==> src/cnc_response_line_classifier_assert.svh <==
// assertion macros shared by the response line classifier modules
`ifndef CNC_RESPONSE_LINE_CLASSIFIER_ASSERT_SVH
`define CNC_RESPONSE_LINE_CLASSIFIER_ASSERT_SVH

// property must hold at every clock edge outside reset
`define RLC_ASSERT(label, prop, msg) \
  label: assert property (@(posedge clk_i) disable iff (!rst_ni) prop) \
    else $error(msg);

// condition must never be seen at a clock edge outside reset
`define RLC_ASSERT_NEVER(label, cond, msg) \
  label: assert property (@(posedge clk_i) disable iff (!rst_ni) !(cond)) \
    else $error(msg);

`endif

==> src/cnc_rlc_pkg.sv <==
// shared types, character codes and literal tables of the response line classifier
package cnc_rlc_pkg;

  // character codes
  localparam logic [7:0] CH_NUL   = 8'h00;
  localparam logic [7:0] CH_TAB   = 8'h09;
  localparam logic [7:0] CH_LF    = 8'h0A;
  localparam logic [7:0] CH_CR    = 8'h0D;
  localparam logic [7:0] CH_SPACE = 8'h20;
  localparam logic [7:0] CH_PLUS  = 8'h2B;
  localparam logic [7:0] CH_MINUS = 8'h2D;
  localparam logic [7:0] CH_DIG0  = 8'h30;
  localparam logic [7:0] CH_DIG9  = 8'h39;
  localparam logic [7:0] CH_LT    = 8'h3C;
  localparam logic [7:0] CH_BAR   = 8'h7C;

  // line positions that matter to the keyword matchers
  localparam logic [2:0] POS_OK_LEN    = 3'd2;
  localparam logic [2:0] POS_READY_LEN = 3'd5;
  localparam logic [2:0] POS_PREFIX    = 3'd6;
  localparam logic [2:0] POS_SAT       = 3'd7;
  localparam logic [5:0] IDLE_LEN      = 6'd4;
  localparam logic [5:0] NAME_MAX      = 6'd63;

  localparam logic [15:0] CODE_MAX = 16'hFFFF;

  // queue depths, powers of two
  localparam int TOKQ_DEPTH = 4;
  localparam int RESQ_DEPTH = 2;

  typedef enum logic [2:0] {
    KIND_OK      = 3'd0,
    KIND_READY   = 3'd1,
    KIND_STATUS  = 3'd2,
    KIND_ALARM   = 3'd3,
    KIND_ERROR   = 3'd4,
    KIND_UNKNOWN = 3'd5
  } line_kind_e;

  // one received character after front classification
  typedef struct packed {
    logic       last;   // newline
    logic       nul;    // zero byte
    logic       digit;  // decimal digit
    logic       blank;  // space or tab .. carriage return
    logic [7:0] data;
  } token_t;

  // one classified line
  typedef struct packed {
    line_kind_e         kind;
    logic signed [16:0] code;
    logic               idle;
    logic [5:0]         name_len;
    logic               ack;
    logic               ready;
  } result_t;

  // keyword characters by position, zero past the end
  function automatic logic [7:0] ok_char(input logic [2:0] idx);
    logic [7:0] ch;
    case (idx)
      3'd0:    ch = 8'h6F; // o
      3'd1:    ch = 8'h6B; // k
      default: ch = CH_NUL;
    endcase
    return ch;
  endfunction

  function automatic logic [7:0] ready_char(input logic [2:0] idx);
    logic [7:0] ch;
    case (idx)
      3'd0:    ch = 8'h52; // R
      3'd1:    ch = 8'h45; // E
      3'd2:    ch = 8'h41; // A
      3'd3:    ch = 8'h44; // D
      3'd4:    ch = 8'h59; // Y
      default: ch = CH_NUL;
    endcase
    return ch;
  endfunction

  function automatic logic [7:0] alarm_char(input logic [2:0] idx);
    logic [7:0] ch;
    case (idx)
      3'd0:    ch = 8'h41; // A
      3'd1:    ch = 8'h4C; // L
      3'd2:    ch = 8'h41; // A
      3'd3:    ch = 8'h52; // R
      3'd4:    ch = 8'h4D; // M
      3'd5:    ch = 8'h3A; // :
      default: ch = CH_NUL;
    endcase
    return ch;
  endfunction

  function automatic logic [7:0] error_char(input logic [2:0] idx);
    logic [7:0] ch;
    case (idx)
      3'd0:    ch = 8'h65; // e
      3'd1:    ch = 8'h72; // r
      3'd2:    ch = 8'h72; // r
      3'd3:    ch = 8'h6F; // o
      3'd4:    ch = 8'h72; // r
      3'd5:    ch = 8'h3A; // :
      default: ch = CH_NUL;
    endcase
    return ch;
  endfunction

  function automatic logic [7:0] idle_char(input logic [5:0] idx);
    logic [7:0] ch;
    case (idx)
      6'd0:    ch = 8'h49; // I
      6'd1:    ch = 8'h64; // d
      6'd2:    ch = 8'h6C; // l
      6'd3:    ch = 8'h65; // e
      default: ch = CH_NUL;
    endcase
    return ch;
  endfunction

endpackage

==> src/cnc_response_line_classifier.sv <==
// top level of the motion controller response line classifier
//
//  channel   | direction | handshake             | payload
//  ----------+-----------+-----------------------+------------------------------------------
//  rx bytes  | in        | push / full           | rx_byte_i
//  results   | out       | empty / pop           | line_kind_o, reported_code_o,
//            |           |                       | state_is_idle_o, state_name_length_o,
//            |           |                       | ack_released_o, controller_ready_o
//
// one byte is taken every cycle while full is low; every character is matched as it
//   goes by, so nothing is buffered per line and a newline costs no more than any other byte
// a result shows on the output once its newline has passed the front register, the
//   token queue and the back matcher, which writes it into the result queue
// reset clears the line state and the sticky ready flag; no clearing pass is needed
// a held result stalls the back matcher only once the result queue is full; the token
//   queue then absorbs bytes until full rises
module cnc_response_line_classifier #(
  parameter int LINE_MAX = 64
) (
  input  logic               clk_i,
  input  logic               rst_ni,
  // byte input, queue style
  input  logic               push,
  output logic               full,
  input  logic [7:0]         rx_byte_i,
  // result output, queue style
  output logic               empty,
  input  logic               pop,
  output logic [2:0]         line_kind_o,
  output logic signed [16:0] reported_code_o,
  output logic               state_is_idle_o,
  output logic [5:0]         state_name_length_o,
  output logic               ack_released_o,
  output logic               controller_ready_o
);

  localparam int TokW = $bits(cnc_rlc_pkg::token_t);
  localparam int ResW = $bits(cnc_rlc_pkg::result_t);

  // front to token queue
  logic                 front_push;
  cnc_rlc_pkg::token_t  front_tok;
  logic                 tokq_full;

  // token queue to back
  logic [TokW-1:0]      tokq_data;
  logic                 tokq_empty;
  logic                 tokq_pop;

  // back to result queue
  logic                 back_push;
  cnc_rlc_pkg::result_t back_res;
  logic                 resq_full;
  logic [ResW-1:0]      resq_data;
  cnc_rlc_pkg::result_t out_res;
  logic                 resq_pop;

  // byte classification, drops carriage returns
  cnc_rlc_front u_front (
    .clk_i      (clk_i),
    .rst_ni     (rst_ni),
    .push_i     (push),
    .rx_byte_i  (rx_byte_i),
    .full_o     (full),
    .tok_push_o (front_push),
    .tok_o      (front_tok),
    .tok_full_i (tokq_full)
  );

  // decouples byte intake from line matching
  cnc_rlc_fifo #(
    .WIDTH (TokW),
    .DEPTH (cnc_rlc_pkg::TOKQ_DEPTH)
  ) u_tok_queue (
    .clk_i   (clk_i),
    .rst_ni  (rst_ni),
    .push_i  (front_push),
    .data_i  (front_tok),
    .full_o  (tokq_full),
    .pop_i   (tokq_pop),
    .data_o  (tokq_data),
    .empty_o (tokq_empty)
  );

  // incremental line matcher
  cnc_rlc_back #(
    .LINE_MAX (LINE_MAX)
  ) u_back (
    .clk_i       (clk_i),
    .rst_ni      (rst_ni),
    .tok_valid_i (!tokq_empty),
    .tok_i       (cnc_rlc_pkg::token_t'(tokq_data)),
    .tok_pop_o   (tokq_pop),
    .res_full_i  (resq_full),
    .res_push_o  (back_push),
    .res_o       (back_res)
  );

  // results wait here until transferred out
  assign resq_pop = pop && !empty;

  cnc_rlc_fifo #(
    .WIDTH (ResW),
    .DEPTH (cnc_rlc_pkg::RESQ_DEPTH)
  ) u_res_queue (
    .clk_i   (clk_i),
    .rst_ni  (rst_ni),
    .push_i  (back_push),
    .data_i  (back_res),
    .full_o  (resq_full),
    .pop_i   (resq_pop),
    .data_o  (resq_data),
    .empty_o (empty)
  );

  assign out_res             = cnc_rlc_pkg::result_t'(resq_data);
  assign line_kind_o         = out_res.kind;
  assign reported_code_o     = out_res.code;
  assign state_is_idle_o     = out_res.idle;
  assign state_name_length_o = out_res.name_len;
  assign ack_released_o      = out_res.ack;
  assign controller_ready_o  = out_res.ready;

endmodule

==> src/cnc_rlc_fifo.sv <==
// small synchronous queue with registered storage
module cnc_rlc_fifo #(
  parameter int WIDTH = 8,
  parameter int DEPTH = 2
) (
  input  logic             clk_i,
  input  logic             rst_ni,
  input  logic             push_i,
  input  logic [WIDTH-1:0] data_i,
  output logic             full_o,
  input  logic             pop_i,
  output logic [WIDTH-1:0] data_o,
  output logic             empty_o
);

  `include "cnc_response_line_classifier_assert.svh"

  localparam int AddrW = (DEPTH > 1) ? $clog2(DEPTH) : 1;
  localparam logic [AddrW:0] CntFull = (AddrW + 1)'(DEPTH);

  logic [WIDTH-1:0] mem_q [DEPTH];
  logic [AddrW-1:0] wr_ptr_q, wr_ptr_d;
  logic [AddrW-1:0] rd_ptr_q, rd_ptr_d;
  logic [AddrW:0]   cnt_q, cnt_d;

  assign full_o  = (cnt_q == CntFull);
  assign empty_o = (cnt_q == '0);
  assign data_o  = mem_q[rd_ptr_q];

  always_comb begin
    wr_ptr_d = push_i ? wr_ptr_q + 1'b1 : wr_ptr_q;
    rd_ptr_d = pop_i ? rd_ptr_q + 1'b1 : rd_ptr_q;
    cnt_d    = cnt_q;
    if (push_i && !pop_i) begin
      cnt_d = cnt_q + 1'b1;
    end else if (pop_i && !push_i) begin
      cnt_d = cnt_q - 1'b1;
    end
  end

  always_ff @(posedge clk_i or negedge rst_ni) begin
    if (!rst_ni) begin
      wr_ptr_q <= '0;
      rd_ptr_q <= '0;
      cnt_q    <= '0;
    end else begin
      wr_ptr_q <= wr_ptr_d;
      rd_ptr_q <= rd_ptr_d;
      cnt_q    <= cnt_d;
    end
  end

  always_ff @(posedge clk_i) begin
    if (push_i) begin
      mem_q[wr_ptr_q] <= data_i;
    end
  end

  `RLC_ASSERT_NEVER(a_fifo_no_overflow, push_i && full_o, "push into full queue")
  `RLC_ASSERT_NEVER(a_fifo_no_underflow, pop_i && empty_o, "pop from empty queue")
  `RLC_ASSERT(a_fifo_count_up, push_i && !pop_i |=> cnt_q == $past(cnt_q) + 1'b1,
              "queue count did not follow a lone push")

endmodule

==> src/cnc_rlc_front.sv <==
// front stage: takes received bytes, drops carriage returns, tags character classes
module cnc_rlc_front (
  input  logic                clk_i,
  input  logic                rst_ni,
  input  logic                push_i,
  input  logic [7:0]          rx_byte_i,
  output logic                full_o,
  output logic                tok_push_o,
  output cnc_rlc_pkg::token_t tok_o,
  input  logic                tok_full_i
);

  logic                valid_q, valid_d;
  cnc_rlc_pkg::token_t tok_q, tok_d;
  logic                take;

  assign full_o     = valid_q && tok_full_i;
  assign take       = push_i && !full_o;
  assign tok_push_o = valid_q && !tok_full_i;
  assign tok_o      = tok_q;

  always_comb begin
    tok_d.data  = rx_byte_i;
    tok_d.last  = (rx_byte_i == cnc_rlc_pkg::CH_LF);
    tok_d.nul   = (rx_byte_i == cnc_rlc_pkg::CH_NUL);
    tok_d.digit = (rx_byte_i >= cnc_rlc_pkg::CH_DIG0) && (rx_byte_i <= cnc_rlc_pkg::CH_DIG9);
    tok_d.blank = (rx_byte_i == cnc_rlc_pkg::CH_SPACE) ||
                  ((rx_byte_i >= cnc_rlc_pkg::CH_TAB) && (rx_byte_i <= cnc_rlc_pkg::CH_CR));
    valid_d = valid_q;
    if (take) begin
      valid_d = (rx_byte_i != cnc_rlc_pkg::CH_CR);
    end else if (tok_push_o) begin
      valid_d = 1'b0;
    end
  end

  always_ff @(posedge clk_i or negedge rst_ni) begin
    if (!rst_ni) begin
      valid_q <= 1'b0;
    end else begin
      valid_q <= valid_d;
    end
  end

  always_ff @(posedge clk_i) begin
    if (take) begin
      tok_q <= tok_d;
    end
  end

endmodule

==> src/cnc_rlc_back.sv <==
// back stage: per-character keyword, status and code matching, one result per non-empty line
module cnc_rlc_back #(
  parameter int LINE_MAX = 64
) (
  input  logic                 clk_i,
  input  logic                 rst_ni,
  input  logic                 tok_valid_i,
  input  cnc_rlc_pkg::token_t  tok_i,
  output logic                 tok_pop_o,
  input  logic                 res_full_i,
  output logic                 res_push_o,
  output cnc_rlc_pkg::result_t res_o
);

  `include "cnc_response_line_classifier_assert.svh"

  localparam int LenW = $clog2(LINE_MAX);
  localparam logic [LenW-1:0] LenLast = LenW'(LINE_MAX - 1);

  typedef enum logic [1:0] {
    PH_BLANK,
    PH_DIGITS,
    PH_DONE
  } code_phase_e;

  logic [LenW-1:0] len_q, len_d;
  logic [2:0]      pos_q, pos_d;         // chars before the first zero byte, saturating
  logic            nul_q, nul_d;
  logic            ok_q, ok_d;
  logic            rdy_q, rdy_d;
  logic            alarm_q, alarm_d;
  logic            err_q, err_d;
  logic            lt_q, lt_d;
  logic            bar_q, bar_d;
  logic [5:0]      name_len_q, name_len_d;
  logic            idle_q, idle_d;
  code_phase_e     phase_q, phase_d;
  logic            neg_q, neg_d;
  logic [15:0]     mag_q, mag_d;
  logic            ready_seen_q, ready_seen_d;

  logic            fire;
  logic            clear_line;
  logic [19:0]     mag_sum;
  logic [15:0]     mag_next;
  logic [16:0]     mag_ext;
  cnc_rlc_pkg::line_kind_e kind;
  logic            is_idle;

  assign fire      = tok_valid_i && !res_full_i;
  assign tok_pop_o = fire;

  // running decimal value, saturating
  assign mag_sum  = 20'(mag_q) * 20'd10 + 20'(tok_i.data[3:0]);
  assign mag_next = (mag_sum > 20'(cnc_rlc_pkg::CODE_MAX)) ? cnc_rlc_pkg::CODE_MAX
                                                          : mag_sum[15:0];
  assign mag_ext  = {1'b0, mag_q};

  // classification of the line gathered so far
  always_comb begin
    is_idle = 1'b0;
    if (ok_q && pos_q == cnc_rlc_pkg::POS_OK_LEN) begin
      kind = cnc_rlc_pkg::KIND_OK;
    end else if (rdy_q && pos_q == cnc_rlc_pkg::POS_READY_LEN) begin
      kind = cnc_rlc_pkg::KIND_READY;
    end else if (lt_q && bar_q) begin
      kind    = cnc_rlc_pkg::KIND_STATUS;
      is_idle = idle_q && (name_len_q == cnc_rlc_pkg::IDLE_LEN);
    end else if (alarm_q && pos_q >= cnc_rlc_pkg::POS_PREFIX) begin
      kind = cnc_rlc_pkg::KIND_ALARM;
    end else if (err_q && pos_q >= cnc_rlc_pkg::POS_PREFIX) begin
      kind = cnc_rlc_pkg::KIND_ERROR;
    end else begin
      kind = cnc_rlc_pkg::KIND_UNKNOWN;
    end
  end

  always_comb begin
    res_o.kind     = kind;
    res_o.code     = '0;
    if (kind == cnc_rlc_pkg::KIND_ALARM || kind == cnc_rlc_pkg::KIND_ERROR) begin
      res_o.code = neg_q ? -mag_ext : mag_ext;
    end
    res_o.idle     = is_idle;
    res_o.name_len = (kind == cnc_rlc_pkg::KIND_STATUS) ? name_len_q : '0;
    res_o.ack      = (kind == cnc_rlc_pkg::KIND_OK) || (kind == cnc_rlc_pkg::KIND_ERROR);
    res_o.ready    = ready_seen_q || (kind == cnc_rlc_pkg::KIND_READY) || is_idle;
  end

  assign res_push_o = fire && tok_i.last && (len_q != '0);

  always_comb begin
    len_d        = len_q;
    pos_d        = pos_q;
    nul_d        = nul_q;
    ok_d         = ok_q;
    rdy_d        = rdy_q;
    alarm_d      = alarm_q;
    err_d        = err_q;
    lt_d         = lt_q;
    bar_d        = bar_q;
    name_len_d   = name_len_q;
    idle_d       = idle_q;
    phase_d      = phase_q;
    neg_d        = neg_q;
    mag_d        = mag_q;
    ready_seen_d = ready_seen_q;
    clear_line   = 1'b0;

    if (fire) begin
      if (tok_i.last) begin
        clear_line = 1'b1;
        if (res_push_o) begin
          ready_seen_d = res_o.ready;
        end
      end else if (len_q == LenLast) begin
        // line overflow drops the character and restarts the line
        clear_line = 1'b1;
      end else begin
        len_d = len_q + 1'b1;
        if (!nul_q) begin
          if (tok_i.nul) begin
            nul_d = 1'b1;
          end else begin
            pos_d   = (pos_q == cnc_rlc_pkg::POS_SAT) ? pos_q : pos_q + 3'd1;
            ok_d    = ok_q && (tok_i.data == cnc_rlc_pkg::ok_char(pos_q));
            rdy_d   = rdy_q && (tok_i.data == cnc_rlc_pkg::ready_char(pos_q));
            alarm_d = alarm_q && ((pos_q >= cnc_rlc_pkg::POS_PREFIX) ||
                                  (tok_i.data == cnc_rlc_pkg::alarm_char(pos_q)));
            err_d   = err_q && ((pos_q >= cnc_rlc_pkg::POS_PREFIX) ||
                                (tok_i.data == cnc_rlc_pkg::error_char(pos_q)));
            // status line: name runs from after the '<' up to the first bar
            if (pos_q == '0) begin
              lt_d = (tok_i.data == cnc_rlc_pkg::CH_LT);
            end else if (lt_q && !bar_q) begin
              if (tok_i.data == cnc_rlc_pkg::CH_BAR) begin
                bar_d = 1'b1;
              end else begin
                idle_d = idle_q && (tok_i.data == cnc_rlc_pkg::idle_char(name_len_q));
                if (name_len_q != cnc_rlc_pkg::NAME_MAX) begin
                  name_len_d = name_len_q + 6'd1;
                end
              end
            end
            // number after the six-character prefix
            if (pos_q >= cnc_rlc_pkg::POS_PREFIX) begin
              case (phase_q)
                PH_BLANK: begin
                  if (tok_i.blank) begin
                    phase_d = PH_BLANK;
                  end else if (tok_i.data == cnc_rlc_pkg::CH_PLUS ||
                               tok_i.data == cnc_rlc_pkg::CH_MINUS) begin
                    neg_d   = (tok_i.data == cnc_rlc_pkg::CH_MINUS);
                    phase_d = PH_DIGITS;
                  end else if (tok_i.digit) begin
                    mag_d   = mag_next;
                    phase_d = PH_DIGITS;
                  end else begin
                    phase_d = PH_DONE;
                  end
                end
                PH_DIGITS: begin
                  if (tok_i.digit) begin
                    mag_d = mag_next;
                  end else begin
                    phase_d = PH_DONE;
                  end
                end
                default: phase_d = PH_DONE;
              endcase
            end
          end
        end
      end
    end

    if (clear_line) begin
      len_d      = '0;
      pos_d      = '0;
      nul_d      = 1'b0;
      ok_d       = 1'b1;
      rdy_d      = 1'b1;
      alarm_d    = 1'b1;
      err_d      = 1'b1;
      lt_d       = 1'b0;
      bar_d      = 1'b0;
      name_len_d = '0;
      idle_d     = 1'b1;
      phase_d    = PH_BLANK;
      neg_d      = 1'b0;
      mag_d      = '0;
    end
  end

  always_ff @(posedge clk_i or negedge rst_ni) begin
    if (!rst_ni) begin
      len_q        <= '0;
      pos_q        <= '0;
      nul_q        <= 1'b0;
      ok_q         <= 1'b1;
      rdy_q        <= 1'b1;
      alarm_q      <= 1'b1;
      err_q        <= 1'b1;
      lt_q         <= 1'b0;
      bar_q        <= 1'b0;
      name_len_q   <= '0;
      idle_q       <= 1'b1;
      phase_q      <= PH_BLANK;
      neg_q        <= 1'b0;
      mag_q        <= '0;
      ready_seen_q <= 1'b0;
    end else begin
      len_q        <= len_d;
      pos_q        <= pos_d;
      nul_q        <= nul_d;
      ok_q         <= ok_d;
      rdy_q        <= rdy_d;
      alarm_q      <= alarm_d;
      err_q        <= err_d;
      lt_q         <= lt_d;
      bar_q        <= bar_d;
      name_len_q   <= name_len_d;
      idle_q       <= idle_d;
      phase_q      <= phase_d;
      neg_q        <= neg_d;
      mag_q        <= mag_d;
      ready_seen_q <= ready_seen_d;
    end
  end

  `RLC_ASSERT(a_back_ready_sticky, ready_seen_q |=> ready_seen_q, "ready flag dropped")
  `RLC_ASSERT(a_back_len_bound, len_q <= LenLast, "line length past its limit")
  `RLC_ASSERT(a_back_status_fields,
              res_push_o && res_o.kind != cnc_rlc_pkg::KIND_STATUS |->
                res_o.name_len == '0 && !res_o.idle,
              "status fields set on a non-status line")

endmodule

==> config.mk <==
export PLATFORM = sky130hd
export DESIGN_NAME = cnc_response_line_classifier
export DESIGN_NICKNAME = d
export VERILOG_FILES = /design/src/cnc_rlc_pkg.sv /design/src/cnc_response_line_classifier.sv /design/src/cnc_rlc_fifo.sv /design/src/cnc_rlc_front.sv /design/src/cnc_rlc_back.sv
export VERILOG_INCLUDE_DIRS = /design/src /design/src/src
export SDC_FILE = /design/constraint.sdc
export NUM_CORES = 1
export LEC_CHECK = 0
export ABC_CLOCK_PERIOD_IN_PS = 3500
export BUFFER_PORTS_ARGS = -buffer_cell sky130_fd_sc_hd__buf_4
export CAP_MARGIN = 5
export CORE_ASPECT_RATIO = 0.7
export CORE_MARGIN = 5
export CORE_UTILIZATION = 45
export DETAILED_ROUTE_END_ITERATION = 7
export GPL_TIMING_DRIVEN = 0
export PLACE_DENSITY = 0.73
export SYNTH_ARGS = -nofsm -noshare
export SYNTH_HDL_FRONTEND = slang
export SYNTH_SLANG_ARGS = --single-unit
==> constraint.sdc <==
create_clock -name clk_i -period 3.5 [get_ports clk_i]
set_clock_uncertainty 0.1 [all_clocks]
set_input_delay 0.175 -clock clk_i [delete_from_list [all_inputs] [get_ports clk_i]]
set_output_delay 0.175 -clock clk_i [all_outputs]
set_load 0.02 [all_outputs]
==> results_dict.tcl <==
set metrics [dict create \
    outcome "finished, final reports clean" \
    vdd_ir_drop_max_uv 524 \
    setup_viol 0 \
    p_switching_w 0.00320 \
    die-area_um2 24000 \
    first_pass_iters 5 \
    startpoint_type "register" \
    synth_seq_cells 173 \
    root_buffer "clkbuf_16" \
    crit_path_end_kind "register" \
    clockBufferDepth 2 \
    p_per_area_nw_per_um2 764 \
    die_w_um 183 \
    fin_nets 947 \
    max-cap-violations 0 \
    ys_top_cells_by_area "edfxtp_1 (38%), dfrtp_1 (13%), ha_1 (6.6%)" \
    synthToLayoutAreaGrowth_pct 17.4 \
    synthArstFlopShare 0.318 \
    reg2regPathDepth 12 \
    crit_start "u_back.mag_q[3]$_DFFE_PN0P_" \
    cts.sinks 173 \
    r2r_end "u_back.mag_q[15]$_DFFE_PN0P_" \
    nFillCells 1734 \
    wirelength_mm 19.1 \
    p_int_w 0.00524 \
    syn_area_um2 9420 \
    tightest_slew_ps 1000 \
    period_needed_ps 3400 \
    synth_fp_nets 862 \
    maxSlewHeadroom 0.329 \
    cp_max_fo 5 \
    arrival_ps 3600 \
    ff2ff_setup_slack_ps 100 \
    p_leak_nw 4.39 \
    yosysWarningCount 0 \
    numCtsBuffers 17 \
    row_count 44 \
    yosysSeqAreaShare 0.523 \
    drt-initial-drc-count 372 \
    fin_setup_tns_ps 0 \
    synth_top_cell_by_area "edfxtp_1" \
    cts_max_level 4 \
    synth_top_area_frac 0.376 \
    syn_inst 797 \
    crit_required_ps 3700 \
    grt_pass1_vias 6193 \
    clk_latency_ps 420 \
    cts_tree "built" \
    pwr-share-comb 0.425 \
    portBuffers 42 \
    synth.avg_cell_area_um2 11.8 \
    antenna_found_initial 0 \
    viasPerCell 5.49 \
    place.gp.congestion 0.887 \
    n_antenna_cell 0 \
    min_path_type "in2async" \
    ys_types 76 \
    num_vias 6428 \
    synthFlopType "edfxtp_1" \
    synth-edff-count 118 \
    coreArea_um2 20600 \
    timing.final.crit_share 0.972 \
    cts.reportedPaths.clkPinSlew_ps 70 \
    grt_pass1_wl_mm 31.8 \
    final_antenna_net_count 0 \
    grt.total_usage 0.165 \
    finalHoldViolCount 0 \
    fmax_mhz 294 \
    gr-total-overflow 0 \
    drcViolationCount 0 \
    netSwitchingFraction 0.379 \
    clock_power_share 0.218 \
    r2r_start "u_back.mag_q[3]$_DFFE_PN0P_" \
    grt_max_degree 56 \
    holdWs_ps 240 \
    die_h_um 131 \
    drv_slew 0 \
    dp_hpwl_mm 13.8 \
    path_class "reg2reg" \
    start_util 0.456 \
    drive_above_1_share 0.201 \
    power_frac_seq 0.357 \
    num_io_pins 43 \
    post-route-util 0.535 \
    routedWlPerCell_um 16.3 \
]
## critical path: stages (launching register included)
cell      delay [ps]
dfrtp_2          420
ha_1             290
ha_2             190
inv_1             60
fa_2             350
nand2b_4         160
a211oi_4         300
nor2_1            80
a211o_1          350
nand2b_4         170
or4_1            520
a32oi_1          200
o21ai_1           90
## sequential cells by signal, summed over array words and instances (netlist names), 2 cells and up
register and flops:
u_back.phase_q 2, u_tok_queue.rd_ptr_q 2, u_back.mag_q 16, u_back.name_len_q 6, u_res_queue.mem_q 58, u_res_queue.cnt_q 2
u_tok_queue.mem_q 48, u_front.tok_o 12, u_tok_queue.cnt_q 3, u_back.pos_q 3, u_back.len_q 6, u_tok_queue.wr_ptr_q 2
## placed cells by master, fill, tap and decap left out, drive strengths merged, types with 10 or more instances in the layout
cell / synthesis / layout
nor3: 23 / 23
dlygate4sd3: 0 / 11
ha: 50 / 50
nand2: 57 / 57
dfrtp: 50 / 50
nor2: 60 / 60
a21o: 10 / 10
xor2: 34 / 34
inv: 23 / 31
o21ai: 61 / 61
xnor2: 26 / 26
nand3: 17 / 17
and2: 13 / 13
clkbuf: 20 / 32
mux2: 31 / 31
edfxtp: 118 / 118
buf: 9 / 69
a22oi: 17 / 17
a21oi: 26 / 26
mux4: 13 / 13
## cells by family after synthesis
kind of cell / share of synthesized area
compound gates: 0.115
xor+xnor: 0.0558
flops: 0.523
buf+inv: 0.0252
mux: 0.0745
simple gates: 0.134
fa+ha+maj: 0.0728
## Yosys cell counts, drive strengths merged, types with 3 or more instances
| master | count |
|---|---|
| o31ai | 8 |
| nand3b | 5 |
| buf | 9 |
| nor2 | 60 |
| a21o | 10 |
| dfstp | 5 |
| fa | 3 |
| o21a | 5 |
| nand4 | 7 |
| a21oi | 26 |
| ha | 50 |
| or4 | 6 |
| mux2i | 3 |
| o21ai | 61 |
| nand2b | 8 |
| mux4 | 13 |
| mux2 | 31 |
| nor2b | 6 |
| o211ai | 3 |
| nand3 | 17 |
| and4 | 3 |
| nand2 | 57 |
| and3 | 7 |
| inv | 23 |
| xnor2 | 26 |
| o41ai | 4 |
| edfxtp | 118 |
| nor3 | 23 |
| or3 | 8 |
| xor2 | 34 |
| a211o | 4 |
| nor4 | 7 |
| a22oi | 17 |
| clkbuf | 20 |
| dfrtp | 50 |
| and2 | 13 |
| nor4b | 4 |
| a31oi | 3 |
| or2 | 7 |
## repair_timing
action	CTS	global route
hold endpoints to repair	62	0
pin swaps	5	7
hold buffers	11	0
resized for setup	13	21
gates cloned	0	0
setup endpoints to repair	16	17
setup buffers	7	8
## area by class of cell
type / count / area, um^2 / share of cell area
buffer: 25 / 140 / 0.0127
clock buffer: 17 / 425 / 0.0385
clock inverter: 14 / 154 / 0.0139
inverter: 25 / 93.8 / 0.00849
multi-input combinational: 570 / 4360 / 0.395
sequential: 173 / 4930 / 0.446
tap: 276 / 345 / 0.0312
timing repair buffer: 70 / 597 / 0.0540
## per-stage QoR
step	setup slack [ps]	instance area [um^2]	instances	power (W)
after floorplan	21.1	9420	797	0.00549
after global placement	-556	10100	1115	0.00640
after detailed placement	-552	10100	1116	0.00653
after CTS	25.6	10900	1162	0.00840
after global routing	-42.7	11100	1170	0.00896
final	96.9	11100	1170	0.00844
## routing by layer
layer  share of wire  track usage  vias up
met1            0.50        0.245     3076
met4           0.013       0.0464        0
met5               0            0        -
met3           0.052       0.0291       24
met2            0.44        0.252      168
li1                -            -     3160
## power by group through the flow
stage	Clock [W]	Combinational [W]	Sequential [W]
6_report	0.00184	0.00359	0.00301
5_1_grt	0.00197	0.00392	0.00307
4_1_cts	0.00188	0.00351	0.00302
3_5_place_dp	0	0.00348	0.00305
3_3_place_gp	0	0.00337	0.00304
2_1_floorplan	0	0.00252	0.00297
## worst max path at each step
stage | end | slack (ps) | cells past startpoint
after floorplan | u_back.mag_q[13]$_DFFE_PN0P_ | 20 | 14
final | u_back.mag_q[15]$_DFFE_PN0P_ | 100 | 12
after global placement | u_res_queue.mem_q[0][24]$_DFFE_PP_ | -560 | 5
after global routing | u_back.mag_q[5]$_DFFE_PN0P_ | -40 | 13
after detailed placement | u_back.mag_q[10]$_DFFE_PN0P_ | -550 | 13
after CTS | u_back.mag_q[9]$_DFFE_PN0P_ | 30 | 11
Power figures use the tool's default switching activity.
